--- src/rtl/core/swm_pkg.sv ---
// Shared widths, constants and link types for the sliding window median filter.
`default_nettype none
package swm_pkg;

	localparam int SMP_W      = 16;
	localparam int AGE_W      = 4;
	localparam int CNT_W      = 4;
	localparam int WINDOW_DEF = 9;

	// One window entry: sample value plus its age tag (0 = oldest).
	typedef struct packed {
		logic signed [SMP_W-1:0] value;
		logic [AGE_W-1:0]        age;
	} swm_ent_t;

	// Controls broadcast to every cell for the current word.
	typedef struct packed {
		logic                    load;
		logic                    full;
		logic signed [SMP_W-1:0] sample;
		logic [AGE_W-1:0]        ins_age;
		logic [CNT_W-1:0]        len;
	} swm_bcast_t;

	// Link handed from a cell to its right neighbor.
	typedef struct packed {
		swm_ent_t t_ent;
		logic     t_valid;
		logic     t_le;
		logic     found;
	} swm_link_t;

endpackage
`default_nettype wire

--- src/rtl/core/swm_cell.sv ---
// One window cell: holds a sorted entry and does compare-and-shift with its neighbors.
`default_nettype none
module swm_cell #(
	parameter int WINDOW = swm_pkg::WINDOW_DEF,
	parameter int IDX    = 0
) (
	input  wire                 clk,
	input  wire                 arst_n,
	input  swm_pkg::swm_bcast_t bc,
	input  swm_pkg::swm_link_t  left,
	input  swm_pkg::swm_ent_t   right_ent,
	output swm_pkg::swm_ent_t   cur,
	output swm_pkg::swm_ent_t   nxt,
	output swm_pkg::swm_link_t  link
);

	localparam bit IS_LAST  = (IDX == WINDOW - 1);
	localparam bit IS_FIRST = (IDX == 0);

	swm_pkg::swm_ent_t ent_q;
	swm_pkg::swm_ent_t t_ent;
	logic              found;
	logic              t_valid;
	logic              t_le;

	assign cur = ent_q;

	// Removal point is at or left of this cell.
	assign found = left.found | (ent_q.age == '0) | IS_LAST;

	// Window after the oldest entry is dropped (full mode), ages aged by one.
	always_comb begin
		if (bc.full) begin
			t_ent     = found ? right_ent : ent_q;
			t_ent.age = t_ent.age - swm_pkg::AGE_W'(1);
		end else begin
			t_ent = ent_q;
		end
	end

	assign t_valid = bc.full ? !IS_LAST : (swm_pkg::CNT_W'(IDX) < bc.len);
	assign t_le    = t_valid && ($signed(t_ent.value) <= $signed(bc.sample));

	// Insert after equal values: keep, take the sample, or shift from the left.
	always_comb begin
		if (t_le) begin
			nxt = t_ent;
		end else if (IS_FIRST || left.t_le) begin
			nxt.value = bc.sample;
			nxt.age   = bc.ins_age;
		end else if (left.t_valid) begin
			nxt = left.t_ent;
		end else begin
			nxt = ent_q;
		end
	end

	assign link.t_ent   = t_ent;
	assign link.t_valid = t_valid;
	assign link.t_le    = t_le;
	assign link.found   = found;

	always_ff @(posedge clk or negedge arst_n) begin
		if (!arst_n) begin
			ent_q <= '0;
		end else if (bc.load) begin
			ent_q <= nxt;
		end
	end

endmodule
`default_nettype wire

--- src/rtl/core/sliding_window_median.sv ---
// Top level of the sliding window median filter: cell chain, fill control, output register.
//
//  channel | signals                          | direction | word
//  --------+----------------------------------+-----------+------------------------------
//  input   | in_valid, in_stall, sample, action | in      | one sample, push or restart
//  output  | out_valid, out_stall, median     | out       | median of the current window
//
// One word per cycle unless in_stall holds the input: every cell compares and shifts
// in parallel, so an accepted sample updates the whole sorted window in the cycle it is taken.
// The median shows in the cycle after the word that fills or advances the window;
// the first WINDOW-1 samples after reset or restart give no word.
// Input stalls only while a median sits in the output register and the output stalls.
// arst_n clears the window, age tags, fill count and the output valid.
`default_nettype none
module sliding_window_median #(
	parameter int WINDOW = swm_pkg::WINDOW_DEF
) (
	input  wire                              clk,
	input  wire                              arst_n,
	input  wire                              in_valid,
	output logic                             in_stall,
	input  wire signed [swm_pkg::SMP_W-1:0]  sample,
	input  wire                              action,
	output logic                             out_valid,
	input  wire                              out_stall,
	output logic signed [swm_pkg::SMP_W-1:0] median
);

	localparam int MID = WINDOW >> 1;

	swm_pkg::swm_bcast_t bc;
	swm_pkg::swm_link_t  links [WINDOW+1];
	swm_pkg::swm_ent_t   cur   [WINDOW+1];
	swm_pkg::swm_ent_t   nxt   [WINDOW];
	logic [WINDOW-1:0]   zero_age;

	logic [swm_pkg::CNT_W-1:0] fill_q;
	logic [swm_pkg::CNT_W-1:0] len;
	logic                      accept;
	logic                      emit;
	logic                      out_valid_q;
	logic signed [swm_pkg::SMP_W-1:0] median_q;

	assign in_stall  = out_valid_q & out_stall;
	assign accept    = in_valid & ~in_stall;
	assign out_valid = out_valid_q;
	assign median    = median_q;

	// Restart discards the old fill.
	assign len = action ? '0 : fill_q;

	always_comb begin
		bc.load    = accept;
		bc.full    = (len >= swm_pkg::CNT_W'(WINDOW));
		bc.sample  = sample;
		bc.ins_age = bc.full ? swm_pkg::AGE_W'(WINDOW - 1) : swm_pkg::AGE_W'(len);
		bc.len     = len;
	end

	assign emit = bc.full || (len == swm_pkg::CNT_W'(WINDOW - 1));

	// Chain ends: nothing found or valid to the left, zeros to the right.
	assign links[0] = '0;
	assign cur[WINDOW] = '0;

	for (genvar gi = 0; gi < WINDOW; gi++) begin : g_cell
		swm_cell #(
			.WINDOW (WINDOW),
			.IDX    (gi)
		) u_cell (
			.clk       (clk),
			.arst_n    (arst_n),
			.bc        (bc),
			.left      (links[gi]),
			.right_ent (cur[gi+1]),
			.cur       (cur[gi]),
			.nxt       (nxt[gi]),
			.link      (links[gi+1])
		);
		assign zero_age[gi] = (cur[gi].age == '0);
	end

	always_ff @(posedge clk or negedge arst_n) begin
		if (!arst_n) begin
			fill_q <= '0;
		end else if (accept) begin
			if (!bc.full) begin
				fill_q <= len + swm_pkg::CNT_W'(1);
			end
		end
	end

	always_ff @(posedge clk or negedge arst_n) begin
		if (!arst_n) begin
			out_valid_q <= 1'b0;
		end else if (accept && emit) begin
			out_valid_q <= 1'b1;
		end else if (!out_stall) begin
			out_valid_q <= 1'b0;
		end
	end

	always_ff @(posedge clk) begin
		if (accept && emit) begin
			median_q <= nxt[MID].value;
		end
	end

	// Fill count never runs past the window size.
	a_fill_range: assert property (@(posedge clk) disable iff (!arst_n)
		fill_q <= swm_pkg::CNT_W'(WINDOW))
		else $error("fill count beyond window");

	// A full window holds exactly one oldest entry.
	a_one_oldest: assert property (@(posedge clk) disable iff (!arst_n)
		(fill_q == swm_pkg::CNT_W'(WINDOW)) |-> $onehot(zero_age))
		else $error("full window without a single oldest entry");

	// A restart leaves exactly one sample in the fill.
	a_restart: assert property (@(posedge clk) disable iff (!arst_n)
		(accept && action && (WINDOW > 1)) |=> (fill_q == swm_pkg::CNT_W'(1)))
		else $error("restart did not begin a new fill");

	// A result word only follows an accepted sample or a held result.
	a_out_src: assert property (@(posedge clk) disable iff (!arst_n)
		$rose(out_valid_q) |-> $past(accept))
		else $error("median word without an accepted sample");

endmodule
`default_nettype wire
--- config.mk ---
export PLATFORM = sky130hd
export DESIGN_NAME = sliding_window_median
export DESIGN_NICKNAME = d
export VERILOG_FILES = /design/src/rtl/core/swm_pkg.sv /design/src/rtl/core/swm_cell.sv /design/src/rtl/core/sliding_window_median.sv
export SDC_FILE = /design/constraint.sdc
export NUM_CORES = 1
export LEC_CHECK = 0
export BUFFER_PORTS_ARGS = -buffer_cell sky130_fd_sc_hd__buf_2
export CAP_MARGIN = 25
export CORE_ASPECT_RATIO = 2
export CORE_MARGIN = 5
export CORE_UTILIZATION = 59
export DETAILED_ROUTE_END_ITERATION = 8
export GPL_TIMING_DRIVEN = 0
export PLACE_DENSITY_LB_ADDON = 0.3
export SLEW_MARGIN = 20
export SYNTH_ARGS = -nofsm -noshare
export SYNTH_HDL_FRONTEND = slang
export SYNTH_HIERARCHICAL = 1
export SYNTH_SLANG_ARGS = --single-unit
--- constraint.sdc ---
create_clock -name clk -period 7.6 [get_ports clk]
set_input_delay 0.76 -clock clk [delete_from_list [all_inputs] [get_ports clk]]
set_output_delay 0.76 -clock clk [all_outputs]
set_load 0.1 [all_outputs]
# After elaboration in Yosys (flattened, before gate mapping)
# Cells that the tools add are included.
[word_totals]
ram_bits = 0
mem_count = 0
latch_bits = 0
romBits = 0
in_bits = 21
out_inout_bits = 18
register_bits = 201
word_cells = 155
[op_classes]
bitwise = 11
shift = 0
n_div = 0
reduce_logical = 37
n_addsub = 9
muxes = 55
mul = 0
n_eq_ne = 3
n_lt_le_gt_ge = 19
[ops]
columns = ["cell", "count"]
rows = [
  ["two-way mux 20 bit", 42],
  ["less-or-equal comparator 16 bit", 9],
  ["zero test 4 bit", 8],
  ["subtractor 4 x 1 -> 4 bit (second input constant)", 8],
  ["nonzero test 3 bit", 8],
  ["AND reduction 2 bit", 9],
  ["< comparator 3 x 4 -> 1 bit (first input constant)", 4],
  ["two-way mux 1 bit", 11],
  ["logical AND 1 bit", 10],
  ["< comparator 1 x 4 -> 1 bit (first input constant)", 2],
  ["< comparator 2 x 4 -> 1 bit (first input constant)", 2],
  ["two-way mux 4 bit", 2],
  ["OR 1 bit", 7],
  ["adder 4 x 1 -> 4 bit (second input constant)", 1],
  ["equality test 4 bit (second input constant)", 1],
  [">= comparator 4 bit (second input constant)", 1],
  ["< comparator 4 bit (first input constant)", 1],
  ["AND reduction 3 bit", 1],
  ["AND 1 bit", 2],
  ["!= test 2 x 1 -> 1 bit (second input constant)", 1],
  ["!= test 2 bit (second input constant)", 1],
  ["NOT 1 bit", 2],
  ["logical OR 1 bit", 1],
]

# Logic depth before layout (Yosys ltp)
# Gate-level depths: netlist (run 1).
[logic_depth]
ltp_word = 15
depth_mapped = 37
ltp_nobuf = 25

# Cells and area by module
# Netlist (run 1), hierarchy kept.
[modules_own_cells]
columns = ["mod", "cells_each", "seq_area_each_um2", "instances", "area_per_inst_um2"]
rows = [
  ["swm_cell (g_cell[5].u_cell)", 382, 500.5, 1, 2656.3],
  ["swm_cell (g_cell[1].u_cell)", 382, 500.5, 1, 2653.8],
  ["swm_cell (g_cell[4].u_cell)", 341, 500.5, 1, 2566.2],
  ["swm_cell (g_cell[3].u_cell)", 323, 500.5, 1, 2541.2],
  ["swm_cell (g_cell[8].u_cell)", 301, 500.5, 1, 2393.5],
  ["swm_cell (g_cell[2].u_cell)", 246, 500.5, 1, 2336.0],
  ["swm_cell (g_cell[6].u_cell)", 243, 500.5, 1, 2317.2],
  ["swm_cell (g_cell[7].u_cell)", 256, 500.5, 1, 2309.7],
  ["swm_cell (g_cell[0].u_cell)", 248, 500.5, 1, 2133.3],
  ["sliding_window_median", 52, 605.6, 1, 844.6],
]

# Worst setup path after synthesis (run 1)
# OpenSTA, ideal clock, no wires.
[synth_path]
kind = "flip-flop to flip-flop"
start = "register g_cell[0].u_cell.ent_q (netlist bit g_cell[0].u_cell/cur[3])"
end = "register g_cell[8].u_cell.ent_q (netlist bit g_cell[8].u_cell/cur[19])"
arrival_ns = 7.003
path_buffers = 12
setup_ns = 0.136
period_less_slack_ns = 7.138
t_required_ns = 7.464
path_stages_with_launch = 36
path_slack_ns = 0.462
path_cell_list = "dfrtp_1 > nor4_1 > or2_2 > buf_4 > or2_1 > buf_4 > or2_2 > buf_4 > buf_2 > or2_2 > buf_4 > or2_2 > buf_4 > or2_1 > buf_4 > or2_2 > buf_4 > inv_1 > o41ai_2 > nand2_2 > buf_2 > mux2i_1 > inv_1 > ha_1 > nand3_2 > or4_4 > o21a_1 > a21oi_4 > buf_12 > buf_4 > buf_1 > nor2_1 > a21oi_1 > nand3_1 > o21ai_0 > a221oi_2"
[synth_lines]
columns = ["item", "line", "rtl"]
rows = [
  ["from (decl)", "swm_cell.sv:20", "swm_pkg::swm_ent_t ent_q;"],
  ["from (signal assigned)", "swm_cell.sv:67", "ent_q <= nxt;"],
  ["to (signal assigned)", "swm_cell.sv:67", ""],
  ["to (decl)", "swm_cell.sv:20", ""],
]

==> results of run 1 <==
-- critical path, delay by kind of cell (launching register included) --
family                   cells  cell delay, ns
AO/OA/AOI/OAI                6            0.69
adder cells (fa/ha/maj)      1            0.30
flip-flops                   1            0.41
multiplexers                 1            0.26
buffers and inverters       15            2.24
AND/OR/NAND/NOR             14            3.34
-- per-stage QoR --
step,cells,utilization (%)
after floorplan,2637,-
after global placement,3129,61.8
after detailed placement,3134,62.1
after CTS,3177,64.4
after global routing,3196,65.6
final,3199,65.6
-- registers in the layout, summed over array words and instances, names as in the netlist --
| name | cells |
|---|---|
| out_valid | 1 |
| fill_q | 4 |
| median | 16 |
| g_cell.u_cell/cur | 180 |
-- routing by layer --
metal  up-vias  wire (µm)  track usage, %  part of all wire [%]
met2      1183      42800            71.6                    53
met5         -          0               0                     0
met4         0      10800            42.9                    13
met1     10047      23300            31.0                    29
met3       636       4480            8.07                   5.5
li1       9582          -               -                     -
-- path summary, 6_finish.rpt --
path,depth (start not counted),end,from
setup / recovery,37,g_cell[8].u_cell/cur[18],g_cell[0].u_cell/cur[3]
hold / removal,1,g_cell[1].u_cell/cur[0],arst_n
setup reg to reg,37,g_cell[8].u_cell/cur[18],g_cell[0].u_cell/cur[3]
hold reg to reg,1,fill_q[1],fill_q[1]
max in group asynchronous,3,g_cell[7].u_cell/cur[11],arst_n
min in group clk,2,out_valid,in_valid
-- cell usage in the layout, fill, tap and decap left out, types with 8 or more instances in the layout --
cell type  count
nor2_1       136
edfxtp_1      16
mux2_1         8
a211oi_1       9
a21oi_1      140
o31a_1        21
or2_2         10
o21ai_0      116
nor2b_1       53
clkbuf_16     23
mux2_2       124
mux2_4        48
o211ai_1      63
o21ai_1       11
xnor2_1        9
inv_1        266
nor4_1        11
nand4_1       48
buf_2         63
a221oi_1      17
clkbuf_2      12
buf_4         55
clkbuf_1     116
nor3_1        21
dfrtp_1      184
or3_1         29
nand2_1      303
mux2i_1      239
a41oi_1       33
buf_6          9
or4b_1        10
ha_1         151
a21o_1        20
nand3_1       66
o221ai_1      37
conb_1        24
a31oi_1       44
nand2b_1      19
-- power breakdown --
| group | internal, mW | switching [mW] | leakage, nW | total, mW |
|---|---|---|---|---|
| combinational | 3.23 | 4.43 | 8.33 | 7.66 |
| clock | 0.688 | 0.501 | 0.373 | 1.19 |
| sequential | 1.60 | 0.653 | 2.41 | 2.25 |
| total | 5.52 | 5.58 | 11.1 | 11.1 |
-- what timing repair did --
action,in CTS,in global routing
pin swaps,1,3
resized for setup,19,72
setup endpoints to repair,79,105
setup buffers,2,15
-- cell type report --
type                    instances  area (µm²)
multi-input cells            1960       14800
fillers                      3081       12500
flip-flops and latches        201        5110
plain buffers                 205        1100
inverters                     271        1020
clock buffers                  33         643
well taps                     454         568
repair buffers                 64         485
clock inverters                 8         114
diodes                          3        7.51
==> out/qor.txt, run 1 <==
Leak = 11.1 nW
DR DRC count = 0
Setup crit end kind = register
Initial antenna violation count = 3
Max_cap viols = 0
Worst-path clk slew = 0.06 ns
R2R setup slack = 0.22 ns
Initial core utilization = 59.5%
Synthesized area per cell = 8.26 µm²
CORE AREA = 0.0363 mm²
First-pass DRT Iterations = 8
Vias in the first global route = 22365
CP max stage delay = 0.60 ns
Clk_lat worst skew = 0.55 ns
Hold WS = 0.184 ns
Worst path slowest cell = or4_4
Row count = 99
Pwr dens = 466 mW/mm²
Root Driver = clkbuf_16
Routed vias/inst = 6.70
Syn. warnings = 6
Total GRT Usage = 38.6%
Critical path data required time = 8.05 ns
Gr ovfl total = 0
Overall Power = 11.1 mW
CP startpoint kind = register
H-tree depth = 1
Die area = 0.0408 mm²
Chip Width = 145 µm
Type of the worst setup path = reg -> reg
Post-DP Area = 0.0226 mm²
I/O Buffers = 38
Post-DR wirelength/cell = 25.4 µm
Layout cells sized above 1 = 16.3%
Die Ht = 281 µm
Pre-CTS WS = -0.779 ns
Clk buf depth = 3
Via count = 21448
Crit share post-route = 97.1%
TritonCTS clock tree = done
Cell mode on critical path = buf_4
Dpl hpwl = 61400 µm
Design Area, Final = 0.0238 mm²
Area grow syn2layout = 10.3%
Max Fclk = 136 MHz
HP Class = in -> async
Max IR drop VDD = 0.358 mV
Final GP Congestion = 0.988
Worst Setup Slack, final = 0.223 ns
Run status = finished, final reports clean
CTS Buf Count = 23
# setup viols final = 0
Final Slew Violations = 0
Initial DRC count = 1416
Hold buffer count at CTS = 0
Post-Syn Instances = 2614
Final Critical Period = 7.38 ns
Post-DRT Antenna Nets = 0
Crit path max fanout = 10
Clock sinks = 201
Final hold vios = 0
Drt total wl = 81300 µm
Largest net degree at the start of global routing = 74
CP Data Arrival Time = 7.83 ns
Skew final = 0.0169 ns
Slew margin rel. = 25.6%
Top-level I/O count = 39
Worst slew pin tran = 1.12 ns
Layout Nets = 2903
Total negative slack = 0 ns
First-pass GRT wire length = 123000 µm
Netlist Area Pre-Place = 0.0216 mm²
(Power assumes the default switching activity.)
==> inputs of run 2 (changes only) <==
--- a/config.mk
+++ b/config.mk
@@ -9,12 +9,11 @@
 export CAP_MARGIN = 25
 export CORE_ASPECT_RATIO = 2
 export CORE_MARGIN = 5
-export CORE_UTILIZATION = 59
+export CORE_UTILIZATION = 58
 export DETAILED_ROUTE_END_ITERATION = 8
 export GPL_TIMING_DRIVEN = 0
 export PLACE_DENSITY_LB_ADDON = 0.3
 export SLEW_MARGIN = 20
 export SYNTH_ARGS = -nofsm -noshare
 export SYNTH_HDL_FRONTEND = slang
-export SYNTH_HIERARCHICAL = 1
 export SYNTH_SLANG_ARGS = --single-unit
==> constraint.sdc (replaced) <==
create_clock -name clk -period 7.6 [get_ports clk]
set_input_delay 0.76 -clock clk [delete_from_list [all_inputs] [get_ports clk]]
set_output_delay 0.76 -clock clk [all_outputs]
set_load 0.05 [all_outputs]
==> out/qor.txt, run 2 <==
Reg power frac = 28.4% (was 20.3%)
Most common library cells after synthesis = nand2_1 (234), dfrtp_1 (185), nor2_1 (164), a21oi_1 (148), ha_1 (139)
H-tree depth = 1 (unchanged)
Overall Power = 6.87 mW (was 11.1 mW)
Layout cells sized above 1 = 12.4% (was 16.3%)
Final Critical Period = 6.14 ns (was 7.38 ns)
Crit share post-route = 80.7% (was 97.1%)
Type of the worst setup path = in -> reg (was reg -> reg)
Netlist Area Pre-Place = 0.0166 mm² (was 0.0216 mm²)
Worst reg-to-reg path cell count = 17 (was 37)
Final hold vios = 0 (unchanged)
Synth cell types = 84
Switching Power = 3.20 mW (was 5.58 mW)
TritonCTS clock tree = done (unchanged)
RSZ-0062 raised after global routing = false
Via count = 16116 (was 21448)
Pwr dens = 382 mW/mm² (was 466 mW/mm²)
CTS Buf Count = 22 (was 23)
Clk_lat worst skew = 0.54 ns (was 0.55 ns)
Gr ovfl total = 0 (unchanged)
Hold buffer count at CTS = 0 (unchanged)
Max_cap viols = 0 (unchanged)
Final Slew Violations = 0 (unchanged)
Area grow syn2layout = 8.25% (was 10.3%)
Setup crit end kind = register (unchanged)
Syn. warnings = 0 (was 6)
Post-synth top area share = 27.8%
First-pass GRT wire length = 93700 µm (was 123000 µm)
Crit path max fanout = 10 (unchanged)
DR DRC count = 0 (unchanged)
Root Driver = clkbuf_16 (unchanged)
Max Fclk = 163 MHz (was 136 MHz)
Largest register FFs = 180 (unchanged)
Skew final = 0.0134 ns (was 0.0169 ns)
R2R setup slack = 1.67 ns (was 0.22 ns)
Post-Syn Instances = 1952 (was 2614)
Worst Setup Slack, final = 1.46 ns (was 0.223 ns)
Final GP Congestion = 1.02 (was 0.988)
Worst-path clk slew = 0.07 ns (was 0.06 ns)
Clk buf depth = 3 (unchanged)
I/O Buffers = 23 (was 38)
CP Data Arrival Time = 6.48 ns (was 7.83 ns)
Total GRT Usage = 37.6% (was 38.6%)
Max IR drop VDD = 0.311 mV (was 0.358 mV)
Chip Width = 130 µm (was 145 µm)
Number of setup buffers added after CTS = 0 (was 2)
Top-level I/O count = 39 (unchanged)
Total negative slack = 0 ns (unchanged)
Post-DR wirelength/cell = 25.6 µm (was 25.4 µm)
Slew margin rel. = 31.3% (was 25.6%)
Sw Ratio = 46.5% (was 50.3%)
R2r endpoint = g_cell[2].u_cell.cur[2] (was g_cell[8].u_cell/cur[18])
Max Used Layer = met5 (was met4)
Combinational power share = 55.4% (was 69.0%)
Internal power = 3.67 mW (was 5.52 mW)
M1 wire length = 19900 µm (was 23300 µm)
Main synth FF type = dfrtp_1
Die Ht = 249 µm (was 281 µm)
Synth area leader = dfrtp_1
Post-DRT Antenna Nets = 0 (unchanged)
Initial DRC count = 1276 (was 1416)
CP startpoint kind = input pin (was register)
Syn_nets = 2112
Async set-or-reset flop fraction in the synthesized netlist = 92.0%
Initial core utilization = 58.8% (was 59.5%)
Layout Nets = 2162 (was 2903)
Largest net degree at the start of global routing = 77 (was 74)
Vias in the first global route = 16921 (was 22365)
Run status = finished, final reports clean (unchanged)
Post-CTS sizing = 0 (was 19)
Leak = 8.17 nW (was 11.1 nW)
Initial antenna violation count = 4 (was 3)
Worst slew pin tran = 1.02 ns (was 1.12 ns)
Synth Register Bits = 201
Dpl hpwl = 47900 µm (was 61400 µm)
Die area = 0.0324 mm² (was 0.0408 mm²)
Drt total wl = 60800 µm (was 81300 µm)
CORE AREA = 0.0283 mm² (was 0.0363 mm²)
Row count = 87 (was 99)
Critical path data required time = 7.95 ns (was 8.05 ns)
Commonest non-fill, non-tap cell in the layout = nand2_1 (unchanged)
First-pass DRT Iterations = 8 (unchanged)
Sequential share of the synthesized area = 30.7%
Worst r2r src = fill_q[1] (was g_cell[0].u_cell/cur[3])
Clock Power Share = 16.2% (was 10.7%)
Fin util = 63.6% (was 65.6%)
Most frequent cell after synthesis = nand2_1
# setup viols final = 0 (unchanged)
Filler Cells Inserted = 2481 (was 3081)
EDFF count, synth = 16
Top cells by area, synth = dfrtp_1 (28%), ha_1 (10%), mux2_2 (6.8%)
Clock sinks = 201 (unchanged)
Most frequent cells in the layout = nand2_1 (234), dfrtp_1 (185), nor2_1 (164), a21oi_1 (148), ha_1 (139) (was nand2_1 (303), inv_1 (266), mux2i_1 (239), dfrtp_1 (184), ha_1 (151))
Metal2 WL = 31200 µm (was 42800 µm)
WL met3 = 3010 µm (was 4480 µm)
Routed vias/inst = 6.78 (was 6.70)
Synthesized area per cell = 8.52 µm² (was 8.26 µm²)
HP Class = in -> async (unchanged)
Pre-CTS WS = 0.973 ns (was -0.779 ns)
[run 2: cell type report]
| cell class | instances | area [µm²] | area share [%] |
|---|---|---|---|
| Buffer | 147 | 673 | 3.74 |
| Clock inverter | 8 | 65.1 | 0.361 |
| Multi-Input combinational cell | 1542 | 10600 | 59.0 |
| Timing Repair Buffer | 26 | 200 | 1.11 |
| Antenna cell | 3 | 7.51 | 0.0417 |
| Tap cell | 356 | 445 | 2.47 |
| Sequential cell | 201 | 5110 | 28.4 |
| Inverter | 62 | 233 | 1.29 |
| Clock buffer | 31 | 646 | 3.59 |
[run 2: critical path: stages]
cell,delay (ns)
buf_2,0.14
buf_2,0.19
nand2b_1,0.24
ha_1,0.31
nor3b_1,0.18
nand2b_1,0.16
buf_2,0.27
nor2_2,0.53
buf_4,0.36
mux2_2,0.39
ha_1,0.30
a21o_1,0.19
a2111oi_0,0.44
o21a_1,0.27
nand4_1,0.23
nand2_1,0.20
clkbuf_1,0.36
clkbuf_1,0.69
a31oi_1,0.24
[run 2: routing by layer]
metal,vias to the layer above,track usage [%]
li1,7318,-
met1,7736,37.0
met2,737,65.4
met3,323,4.90
met4,2,35.3
met5,-,0
[run 2: worst max path at each step]
stage	startpoint	depth (start not counted)	slack (ns)	endpoint
floorplan	action	22	2.54	g_cell[1].u_cell.cur[12]
finish	action	19	1.46	g_cell[2].u_cell.cur[2]
global route	action	20	1.14	g_cell[2].u_cell.cur[0]
global placement	action	22	1.01	g_cell[1].u_cell.cur[3]
CTS	action	23	1.52	g_cell[1].u_cell.cur[13]
detailed placement	action	22	0.97	g_cell[1].u_cell.cur[3]
[run 2: kinds of logic (layout without fill, tap and decap cells)]
logic type               after synthesis  after routing  share of synthesized area (%)
flip-flops                           201            201                           30.7
AO/OA/AOI/OAI                        561            561                           22.1
AND/OR/NAND/NOR                      628            628                           17.4
other                                  0              3                              0
multiplexers                         206            206                           13.4
XOR/XNOR                               8              8                          0.421
buffers and inverters                209            274                           5.44
adder cells (fa/ha/maj)              139            139                           10.5
[run 2: stage by stage]
| step | hold WS [ns] | std cells | instance area (µm²) |
|---|---|---|---|
| 3_5_place_dp | 0.476 | 2334 | 17300 |
| 5_1_grt | 0.150 | 2376 | 18000 |
| 6_report | 0.118 | 2376 | 18000 |
| 3_3_place_gp | 0.463 | 2331 | 17200 |
| 4_1_cts | 0.131 | 2373 | 18000 |
| 2_1_floorplan | 0.449 | 1952 | 16600 |
[run 2: power groups by stage]
stage	combinational, mW	clock, mW	sequential [mW]
after global routing	4.17	1.15	2.00
after global placement	3.57	0	1.93
after detailed placement	3.69	0	1.95
after floorplan	2.74	0	1.80
after CTS	3.71	1.11	1.93
final	3.80	1.11	1.95
